File: config.mk
export PLATFORM = sky130hd
export DESIGN_NAME = shift_register_led_pwm_framer_core_flat
export DESIGN_NICKNAME = d
export VERILOG_FILES = /design/src/design/srlpf_pkg.sv /design/src/design/srlpf_ifs.sv /design/src/design/shift_register_led_pwm_framer_core.sv /design/src/design/srlpf_ram.sv /design/src/flat_wrapper.sv
export SDC_FILE = /design/constraint.sdc
export NUM_CORES = 1
export LEC_CHECK = 0
export ABC_AREA = 1
export ABC_CLOCK_PERIOD_IN_PS = 7950
export BUFFER_PORTS_ARGS = -buffer_cell sky130_fd_sc_hd__buf_2
export CAP_MARGIN = 20
export CORE_ASPECT_RATIO = 1.1
export CORE_UTILIZATION = 42
export CTS_CLUSTER_SIZE = 20
export DETAILED_ROUTE_END_ITERATION = 6
export PLACE_DENSITY_LB_ADDON = 0.15
export SLEW_MARGIN = 20
export SYNTH_ARGS = -nofsm -noshare
export SYNTH_HDL_FRONTEND = slang
export SYNTH_SLANG_ARGS = --single-unit
File: constraint.sdc
create_clock -name clk -period 7.95 [get_ports clk]
set_input_delay 1.1925 -clock clk [delete_from_list [all_inputs] [get_ports clk]]
set_output_delay 1.1925 -clock clk [all_outputs]
set_load 0.005 [all_outputs]
File: src/design/srlpf_pkg.sv
// Shared constants and types of the shift-register LED PWM framer.
`timescale 1ns / 1ps
`default_nettype none
package srlpf_pkg;

	localparam int LED_COUNT   = 16;
	localparam int SHIFT_REGS  = 8;

	localparam int CMD_W       = 2;
	localparam int LED_INDEX_W = 4;
	localparam int LEVEL_W     = 8;
	localparam int COLOR_W     = 3 * LEVEL_W;
	localparam int BYTE_W      = 8;

	localparam int LED_W       = (LED_COUNT > 1) ? $clog2(LED_COUNT) : 1;
	localparam int CNT_W       = $clog2(LED_COUNT + 1);
	localparam int IDX_CMP_W   = (CNT_W > LED_INDEX_W) ? CNT_W : LED_INDEX_W;
	localparam int TOTAL_BITS  = BYTE_W * SHIFT_REGS;
	localparam int FR_W        = $clog2(TOTAL_BITS);
	localparam int CH_RAW_W    = $clog2(3 * LED_COUNT);
	localparam int CH_W        = (CH_RAW_W > FR_W + 1) ? CH_RAW_W : FR_W + 1;
	localparam int SWEEP_MAX   = (TOTAL_BITS + 2) / 3;
	localparam int SWEEP_N     = (LED_COUNT < SWEEP_MAX) ? LED_COUNT : SWEEP_MAX;
	localparam int SW_W        = $clog2(SWEEP_N + 1);
	localparam int BCNT_W      = (SHIFT_REGS > 1) ? $clog2(SHIFT_REGS) : 1;

	typedef enum logic [CMD_W-1:0] {
		CMD_WRITE = 2'd0,
		CMD_FRAME = 2'd1,
		CMD_CLEAR = 2'd2
	} command_t;

	typedef enum logic [1:0] {
		ST_IDLE,
		ST_SWEEP,
		ST_EMIT
	} state_t;

endpackage
`default_nettype wire

File: src/design/srlpf_ifs.sv
// Valid/ready channel interfaces for command beats and frame byte beats.
`timescale 1ns / 1ps
`default_nettype none
interface srlpf_req_if
	import srlpf_pkg::*;
();
	logic                   valid;
	logic                   ready;
	logic [CMD_W-1:0]       command;
	logic [LED_INDEX_W-1:0] led_index;
	logic [LEVEL_W-1:0]     red_level;
	logic [LEVEL_W-1:0]     green_level;
	logic [LEVEL_W-1:0]     blue_level;

	modport source (output valid, command, led_index, red_level, green_level, blue_level,
		input ready);
	modport sink (input valid, command, led_index, red_level, green_level, blue_level,
		output ready);
endinterface

interface srlpf_frame_if
	import srlpf_pkg::*;
();
	logic              valid;
	logic              ready;
	logic [BYTE_W-1:0] frame_byte;
	logic              last_byte;

	modport source (output valid, frame_byte, last_byte, input ready);
	modport sink (input valid, frame_byte, last_byte, output ready);
endinterface
`default_nettype wire

File: src/design/shift_register_led_pwm_framer_core.sv
// Top level of the shift-register LED PWM framer.
//
// Command beats arrive on req (valid/ready). A color write is written to
// the color RAM and gives no output. A frame command sweeps the LED color
// RAM, one LED per cycle over min(LED_COUNT, ceil(8*SHIFT_REGS/3)) LEDs,
// sets the channel bits of a frame register, advances the PWM slice, then
// sends SHIFT_REGS byte beats on frame, the last one flagged by last_byte.
// An all-off command clears the color valid bits and sends a zero frame.
// One command is in work at a time: req.ready is high only when no frame is
// pending. The RAM read port, one LED a cycle, sets the sweep length. A
// receiver stall holds the current byte and the block. reverse_order is
// written through cfg_we/cfg_wdata; the user must write it only while idle,
// which the block does not enforce. Reset clears all colors to zero (per-LED
// valid bits), the slice to zero and sets reverse_order.
`timescale 1ns / 1ps
`default_nettype none
module shift_register_led_pwm_framer_core
	import srlpf_pkg::*;
(
	input  wire logic      clk,
	input  wire logic      arst_n,
	input  wire logic      cfg_we,
	input  wire logic      cfg_wdata,
	srlpf_req_if.sink      req,
	srlpf_frame_if.source  frame
);

	state_t                  state_q, state_d;
	logic                    rev_q;
	logic [LEVEL_W-1:0]      slice_q;
	logic [LED_COUNT-1:0]    vld_q;
	logic [SW_W-1:0]         issue_q;
	logic [BCNT_W-1:0]       bcnt_q;
	logic [TOTAL_BITS-1:0]   frame_q;
	logic                    rd_s1;
	logic                    vld_s1;
	logic [LED_W-1:0]        idx_s1;

	logic                    accept;
	logic                    wr_en;
	logic                    rd_en;
	logic                    pop;
	logic                    last;
	logic                    sweep_done;
	logic [LED_W-1:0]        rd_addr;
	logic [COLOR_W-1:0]      rd_data;
	logic [COLOR_W-1:0]      color;
	logic [TOTAL_BITS-1:0]   frame_set;
	logic [BYTE_W-1:0]       byte_norm;
	command_t                cmd;

	assign cmd        = command_t'(req.command);
	assign accept     = req.valid && req.ready;
	assign pop        = frame.valid && frame.ready;
	assign last       = (bcnt_q == BCNT_W'(SHIFT_REGS - 1));
	assign rd_addr    = LED_W'(issue_q);
	assign rd_en      = (state_q == ST_SWEEP) && (issue_q < SW_W'(SWEEP_N));
	assign sweep_done = (state_q == ST_SWEEP) && !rd_en && !rd_s1;
	assign wr_en      = accept && (cmd == CMD_WRITE)
		&& (IDX_CMP_W'(req.led_index) < IDX_CMP_W'(LED_COUNT));

	srlpf_ram #(
		.WIDTH(COLOR_W),
		.DEPTH(LED_COUNT)
	) u_color_ram (
		.clk   (clk),
		.we    (wr_en),
		.waddr (LED_W'(req.led_index)),
		.wdata ({req.red_level, req.green_level, req.blue_level}),
		.re    (rd_en),
		.raddr (rd_addr),
		.rdata (rd_data)
	);

	always_ff @(posedge clk or negedge arst_n) begin
		if (!arst_n) begin
			state_q <= ST_IDLE;
		end else begin
			state_q <= state_d;
		end
	end

	always_comb begin
		state_d     = state_q;
		req.ready   = 1'b0;
		frame.valid = 1'b0;
		unique case (state_q)
			ST_IDLE: begin
				req.ready = 1'b1;
				if (req.valid) begin
					case (cmd)
						CMD_FRAME: state_d = ST_SWEEP;
						CMD_CLEAR: state_d = ST_EMIT;
						default:   state_d = ST_IDLE;
					endcase
				end
			end
			ST_SWEEP: begin
				if (sweep_done) begin
					state_d = ST_EMIT;
				end
			end
			ST_EMIT: begin
				frame.valid = 1'b1;
				if (pop && last) begin
					state_d = ST_IDLE;
				end
			end
			default: state_d = ST_IDLE;
		endcase
	end

	always_ff @(posedge clk or negedge arst_n) begin
		if (!arst_n) begin
			rev_q   <= 1'b1;
			slice_q <= '0;
			vld_q   <= '0;
			issue_q <= '0;
			bcnt_q  <= '0;
			rd_s1   <= 1'b0;
		end else begin
			rd_s1 <= rd_en;
			if (cfg_we) begin
				rev_q <= cfg_wdata;
			end
			if (wr_en) begin
				vld_q[LED_W'(req.led_index)] <= 1'b1;
			end
			if (accept && cmd == CMD_CLEAR) begin
				vld_q <= '0;
			end
			if (accept) begin
				issue_q <= '0;
				bcnt_q  <= '0;
			end
			if (rd_en) begin
				issue_q <= issue_q + SW_W'(1);
			end
			if (sweep_done) begin
				slice_q <= slice_q + LEVEL_W'(1);
			end
			if (pop) begin
				bcnt_q <= bcnt_q + BCNT_W'(1);
			end
		end
	end

	always_ff @(posedge clk) begin
		if (rd_en) begin
			vld_s1 <= vld_q[rd_addr];
			idx_s1 <= rd_addr;
		end
		if (accept) begin
			frame_q <= '0;
		end else if (rd_s1) begin
			frame_q <= frame_q | frame_set;
		end else if (pop) begin
			if (rev_q) begin
				frame_q <= frame_q << BYTE_W;
			end else begin
				frame_q <= frame_q >> BYTE_W;
			end
		end
	end

	assign color = vld_s1 ? rd_data : '0;

	always_comb begin
		logic [CH_W-1:0] base;
		logic [CH_W-1:0] ch;
		logic            on;
		frame_set = '0;
		base      = CH_W'(idx_s1) * CH_W'(3);
		for (int k = 0; k < 3; k++) begin
			ch = base + CH_W'(k);
			on = color[k*LEVEL_W +: LEVEL_W] > slice_q;
			if (on && (ch < CH_W'(TOTAL_BITS))) begin
				frame_set[ch[FR_W-1:0]] = 1'b1;
			end
		end
	end

	always_comb begin
		for (int j = 0; j < BYTE_W; j++) begin
			byte_norm[BYTE_W-1-j] = frame_q[j];
		end
	end

	assign frame.frame_byte = rev_q ? frame_q[TOTAL_BITS-1 -: BYTE_W] : byte_norm;
	assign frame.last_byte  = last;

	a_no_accept_while_busy: assert property (@(posedge clk) disable iff (!arst_n)
		frame.valid |-> !req.ready)
		else $error("command beat accepted while frame pending");

	a_last_ends_frame: assert property (@(posedge clk) disable iff (!arst_n)
		(frame.valid && frame.ready && frame.last_byte) |=> !frame.valid)
		else $error("frame continues past last byte");

	a_read_in_sweep: assert property (@(posedge clk) disable iff (!arst_n)
		rd_s1 |-> (state_q == ST_SWEEP))
		else $error("color read returned outside sweep");

	a_slice_advance: assert property (@(posedge clk) disable iff (!arst_n)
		(slice_q != $past(slice_q)) |-> ($past(state_q) == ST_SWEEP && state_q == ST_EMIT))
		else $error("slice changed outside frame build");

endmodule
`default_nettype wire

File: src/design/srlpf_ram.sv
// Generic single-port-write, registered-read RAM.
`timescale 1ns / 1ps
`default_nettype none
module srlpf_ram #(
	parameter int WIDTH = 8,
	parameter int DEPTH = 16,
	localparam int AW = (DEPTH > 1) ? $clog2(DEPTH) : 1
) (
	input  wire logic             clk,
	input  wire logic             we,
	input  wire logic [AW-1:0]    waddr,
	input  wire logic [WIDTH-1:0] wdata,
	input  wire logic             re,
	input  wire logic [AW-1:0]    raddr,
	output      logic [WIDTH-1:0] rdata
);

	logic [WIDTH-1:0] mem_q [DEPTH];

	always_ff @(posedge clk) begin
		if (we) begin
			mem_q[waddr] <= wdata;
		end
		if (re) begin
			rdata <= mem_q[raddr];
		end
	end

endmodule
`default_nettype wire

File: src/flat_wrapper.sv
// flat-port wrapper written by rule: the top's interface ports become plain ports
module shift_register_led_pwm_framer_core_flat import srlpf_pkg::*;
  (clk, arst_n, cfg_we, cfg_wdata, req_valid, req_command, req_led_index, req_red_level, req_green_level, req_blue_level, req_ready, frame_valid, frame_frame_byte, frame_last_byte, frame_ready);
  srlpf_req_if req_i ();
  srlpf_frame_if frame_i ();
  input  wire logic clk;
  input  wire logic arst_n;
  input  wire logic cfg_we;
  input  wire logic cfg_wdata;
  input wire logic [$bits(req_i.valid)-1:0] req_valid;
  input wire logic [$bits(req_i.command)-1:0] req_command;
  input wire logic [$bits(req_i.led_index)-1:0] req_led_index;
  input wire logic [$bits(req_i.red_level)-1:0] req_red_level;
  input wire logic [$bits(req_i.green_level)-1:0] req_green_level;
  input wire logic [$bits(req_i.blue_level)-1:0] req_blue_level;
  output wire logic [$bits(req_i.ready)-1:0] req_ready;
  output wire logic [$bits(frame_i.valid)-1:0] frame_valid;
  output wire logic [$bits(frame_i.frame_byte)-1:0] frame_frame_byte;
  output wire logic [$bits(frame_i.last_byte)-1:0] frame_last_byte;
  input wire logic [$bits(frame_i.ready)-1:0] frame_ready;
  assign req_i.valid = req_valid;
  assign req_i.command = req_command;
  assign req_i.led_index = req_led_index;
  assign req_i.red_level = req_red_level;
  assign req_i.green_level = req_green_level;
  assign req_i.blue_level = req_blue_level;
  assign req_ready = req_i.ready;
  assign frame_valid = frame_i.valid;
  assign frame_frame_byte = frame_i.frame_byte;
  assign frame_last_byte = frame_i.last_byte;
  assign frame_i.ready = frame_ready;
  shift_register_led_pwm_framer_core u_core (.clk(clk), .arst_n(arst_n), .cfg_we(cfg_we), .cfg_wdata(cfg_wdata), .req(req_i), .frame(frame_i));
endmodule
### Word-level counts from Yosys, hierarchy flattened

Memory sizes are Yosys's and may differ from the RTL's. A register that Yosys moved wholly into a read port is not among the register bits.
Index checks and enable logic that the tools add are counted.

* memory bits (writable): 384
* memories: 1
* bits in latches: 0
* logic and storage cells: 102
* register bits: 105
* input bits: 36
* ROM bits: 0
* output and inout bits: 11

* bitwise gates (word level): 4
* mux-type cells: 33
* reductions and logical operators: 24
* equal/unequal tests: 8
* div/mod/pow operators: 0
* $add $sub $neg: 5
* magnitude comparators: 16
* shift-type cells: 0
* $mul: 1

Memory list
* u_core.u_color_ram.mem_q: depth 16, width 24, read ports 1, clocked after memory_dff 1, write ports 1, RTL line srlpf_ram.sv:18 `logic [WIDTH-1:0] mem_q [DEPTH];`

Operators with widths (number)
* $mux W64: 6
* $or A64 B64 Y64: 3
* $mux W16: 2
* $lt A6 B7 Y1 const B: 4
* $gt A8 B8 Y1: 3
* $mux W24: 1
* $demux W1 S6: 3
* $ge A6 B1 Y1 const B: 3
* $or A16 B16 Y16: 1
* $logic_and A1 B1 Y1: 15
* $lt A7 B7 Y1 const B: 2
* $lt A4 B5 Y1 const B: 2
* $mux W5: 2
* $mux W1: 9
* $add A8 B1 Y8 const B: 1
* $mux W8: 1
* $reduce_bool A2 Y1: 4
* $add A6 B1 Y7 const B: 1
* $add A6 B2 Y7 const B: 1
* $mul A4 B2 Y6 const B: 1
* $mux W2: 3
* $mux W3: 2
* $pmux W2 S3: 1
* $add A5 B1 Y5 const B: 1
* other kinds (14): 19

### Longest topological paths before layout

* word-level depth: 12
* mapped depth: 18
* mapped depth without buffers: 17

### Modules after synthesis

A second synthesis with hierarchy kept.

* cell total of the unflattened synthesis: 2946
* area, all modules: 25565.8 um^2

By module, submodules not included
* srlpf_ram: seq. area each 12251.8 um^2, instances 1, cells an instance 1599, area an instance 17190.2 um^2
* shift_register_led_pwm_framer_core: seq. area each 2333.5 um^2, instances 1, cells an instance 1347, area an instance 8375.5 um^2

### Least setup slack after synthesis

Ideal clock, no wire load.

* kind: input-to-reg
* start: input port req_valid
* end: memory u_core.u_color_ram.mem_q[10][0] (netlist bit) (enable)
* slack: 4867 ps
* setup time: 406 ps
* required time: 7544 ps
* buffers on the path: 0
* data arrival time: 2676 ps
* stages: 6
* path through: nand2_1 nor2_1 nand2_1 inv_1 nand3_1 nor2_1

* word-level cells in the longest chain between the ends: 4

RTL lines
* start, declared: RTL line flat_wrapper.sv:10 `input wire logic [$bits(req_i.valid)-1:0] req_valid;`
* $logic_and A1 B1 Y1: RTL line shift_register_led_pwm_framer_core.sv:53 `assign accept = req.valid && req.ready;`
* $logic_and A1 B1 Y1: RTL line shift_register_led_pwm_framer_core.sv:59 `assign wr_en = accept && (cmd == CMD_WRITE)`
* $mux W1: RTL line srlpf_ram.sv:21 `if (we) begin`
* $mux W1 (not written as such): RTL line srlpf_ram.sv:22 `mem_q[waddr] <= wdata;`
* end, declared: RTL line srlpf_ram.sv:18

Every way passes these cells.

### Worst setup path in the final report

* start: register u_core.rev_q
* end: output port frame_frame_byte[5]

* word-level cells in the longest chain between the ends: 1

RTL lines
* start, declared: RTL line shift_register_led_pwm_framer_core.sv:29 `logic rev_q;`
* start signal, assigned: RTL line shift_register_led_pwm_framer_core.sv:124 `rev_q <= cfg_wdata;`
* $mux W8: RTL line shift_register_led_pwm_framer_core.sv:189 `assign frame.frame_byte = rev_q ? frame_q[TOTAL_BITS-1 -: BYTE_W] : byte_norm;`
* end, declared: RTL line flat_wrapper.sv:18 `output wire logic [$bits(frame_i.frame_byte)-1:0] frame_frame_byte;`

Every way passes these cells.

==> flow_summary.ini <==
[final_layout]
final_cells = 3184
finish.utilization_pct = 47.6
area_growth_pct = 12.2
n_antenna_cell = 0
drive_gt1_share_pct = 9.30
fill_cells = 5278
nets = 2463

[critical_path]
critPathTopFamily = buffers and inverters
startpoint = u_core.rev_q
r2r-end = u_core.frame_q[20]
end_kind = output pin
crit_cells = 5
crit_path_start_kind = register
cpMostUsedCell = buf_4
rr_startpoint = u_core.vld_s1
critPathRequiredTime_ns = 6.76
cp_num_buf_inv = 4
reg2regPathDepth = 13
crit_end = frame_frame_byte[5]
rrSetupSlack_ns = 4.53
cp_slowest_cell = buf_4
path_cells = buf_4 -> inv_1 -> buf_4 -> o21ai_0 -> buf_2
worstPathArrival_ns = 2.95
slowest_delay_ns = 0.66
cp_max_fo = 84
criticalPathCategory = register to output pin

[logic_synthesis]
ys_top_cells_by_area = edfxtp_1 52%, nand2_1 6.7%, nor2_1 6.5%
synthesis.nets = 2471
synth_seq_cells = 513
yosys-top-cells-count = 427 x nand2_1, 413 x edfxtp_1, 411 x nor2_1
synth_mux_area_share_pct = 0
synth_enable_flop_cells = 413
synth_area_sq_um = 23800
synth_top_family_by_area = simple AND/OR/NAND/NOR gates
ys.flop_type = edfxtp_1
synth_cell_types = 51
yosysTopAreaCellShare_pct = 52.2
synth-async-reset-ratio_pct = 7.02
seq_area_frac_synth_pct = 61.3
synth_cells = 2400
synth_most_common_cell = nand2_1
synth_compound_area_share_pct = 15.2
yosys.area_share.adder_pct = 1.87
synth_xor_area_share_pct = 0.258
syn_avg_cell_area_sq_um = 9.91
yosys.area_share.simple_pct = 17.0
yosysWarnings = 0
yosysTopAreaCell = edfxtp_1

[pwr]
power_mw = 8.84
p_per_area_nw_per_um2 = 331
vdd_drop_max_uv = 224
power.leakage_nw = 9.34

[timing]
hold_violations = 0
max_slew_margin_pct = 25.4
worst_slack_ns = 3.80
drv_slew = 0
tns_ns = 0
period_share_pct = 52.2
fmax_mhz = 241
grt_setup_unrepaired = false
worst_slew_pin_slew_ns = 1.12
fin_skew_ns = 0.0184
setup_viol = 0
period_needed_ns = 4.15

[floorplan]
die_y_um = 252
ios = 47
initial_core_util_pct = 42.4
die_x_um = 229
core_sq_um = 56000
die_area_sq_um = 57600
rows = 91

[grt]
grt_pass1_vias = 17200
grt_pass1_wl_mm = 107
grt_use_total_pct = 24.3
antenna_found_initial = 1
grt-ovfl-total = 0
grt_start_max_net_pins = 85

[place]
gp_congestion = 0.932
dp_cells = 3078
io_buffers = 46
dp_slack_ns = 4.17
dp_hpwl_mm = 43.0

[routing]
wl_per_cell_um = 22.1
drc = 0
wirelength_mm = 70.3
antenna_left = 0
drtPass1Iterations = 6
viasPerCell = 5.59
detail_route.iter0.violations = 1563
vias = 17800

[run]
drv_cap = 0

[clock_tree]
clkTransAtPathRegs_ns = 0.06
cts_tree = done
numClockSinks = 513
post-cts-setup-buffers = 0
cts_hold_buf = 0
cts-root-buf = clkbuf_16
insertion_delay_ns = 0.62
clock_path_buffers = 3
post_cts_resized = 0
htree_levels = 2
cts_made_buffers = 56

[min_path]
hold_class = register to register

[run_status]
status = finished clean
[worst min-delay path by stage]
stage | startpoint | end | slack [ns] | cells after the start
floorplan | u_core.issue_q[2] | u_core.idx_s1[2] | 0.42 | 0
global placement | u_core.frame_q[4] | u_core.frame_q[4] | 0.45 | 2
detailed placement | u_core.frame_q[29] | u_core.frame_q[29] | 0.46 | 2
CTS | u_core.frame_q[29] | u_core.frame_q[29] | 0.47 | 2
global route | u_core.frame_q[26] | u_core.frame_q[26] | 0.49 | 2
finish | u_core.frame_q[9] | u_core.frame_q[9] | 0.47 | 2
[kinds of logic (layout without fill, tap and decap cells)]
logic type / count (synthesis) / in the layout
xor gates and xnor gates: 7 / 7
DFF: 513 / 513
and+or+nand+nor: 976 / 976
buffers and inverters: 266 / 306
AOI/OAI and AO/OA: 603 / 603
adders and majority gates: 35 / 35
[report_power, final]
group / internal, mW / leakage (nW) / switching [mW] / total, mW
Clock: 1.69 / 0.943 / 1.10 / 2.78
Sequential: 3.14 / 4.72 / 0.243 / 3.39
Combinational: 0.761 / 3.68 / 1.91 / 2.67
[worst reg2reg max path, cell delays in order (launching register included)]
cell,delay [ns]
edfxtp_1,0.97
nand2_1,0.32
inv_1,0.16
ha_1,0.14
nand2_1,0.06
nor2_1,0.16
nand2_1,0.07
nand2_1,0.14
nand4_1,0.18
nor2_1,0.73
nand2_1,0.12
nand2_1,0.10
nand2_1,0.05
a21oi_1,0.15
[stage by stage]
stage               instance area, sq um  hold WS [ns]
floorplan                          23800         0.423
global placement                   24700         0.454
detailed placement                 24700         0.457
CTS                                26700         0.468
global route                       26700         0.492
finish                             26700         0.466
[placed cells by master (no fill, tap or decap), types with 32 or more instances in the layout]
| master | Yosys | routed |
|---|---|---|
| a21oi_1 | 86 | 86 |
| buf_2 | 13 | 46 |
| clkbuf_16 | 0 | 57 |
| dfrtp_1 | 35 | 32 |
| dfxtp_1 | 64 | 64 |
| edfxtp_1 | 413 | 413 |
| ha_1 | 34 | 34 |
| inv_1 | 126 | 122 |
| nand2_1 | 427 | 427 |
| nand3_1 | 50 | 50 |
| nor2_1 | 411 | 394 |
| o211ai_1 | 33 | 33 |
| o21ai_0 | 306 | 306 |
| o221ai_1 | 69 | 69 |
[registers in the layout (all words and copies together) (netlist names)]
| register | cells |
|---|---|
| u_core.rev_q | 1 |
| u_core.vld_s1 | 1 |
| u_core.frame_q | 64 |
| u_core.u_color_ram.rdata | 24 |
| u_core.rd_s1 | 1 |
| u_core.u_color_ram.mem_q | 384 |
| u_core.issue_q | 5 |
| u_core.bcnt_q | 3 |
| u_core.slice_q | 8 |
| u_core.vld_q | 16 |
| u_core.idx_s1 | 4 |
| u_core.state_q | 2 |
[final cells by class]
class | instances | area [sq um] | share of cell area (%)
inverter | 136 | 523 | 1.96
tap | 744 | 931 | 3.49
clock inverter | 35 | 490 | 1.84
timing repair buffer | 64 | 365 | 1.37
clock buffer | 71 | 1490 | 5.58
sequential | 513 | 14600 | 54.7
multi-input combinational | 1621 | 8300 | 31.1
[metal layers]
metal	GRT usage [%]	part of all wire (%)
met5	0	0.016
met2	42.6	50
met4	11.4	4.7
met1	29.8	40
met3	3.22	5.2
Note: power is estimated with default switching activity, not from simulation.
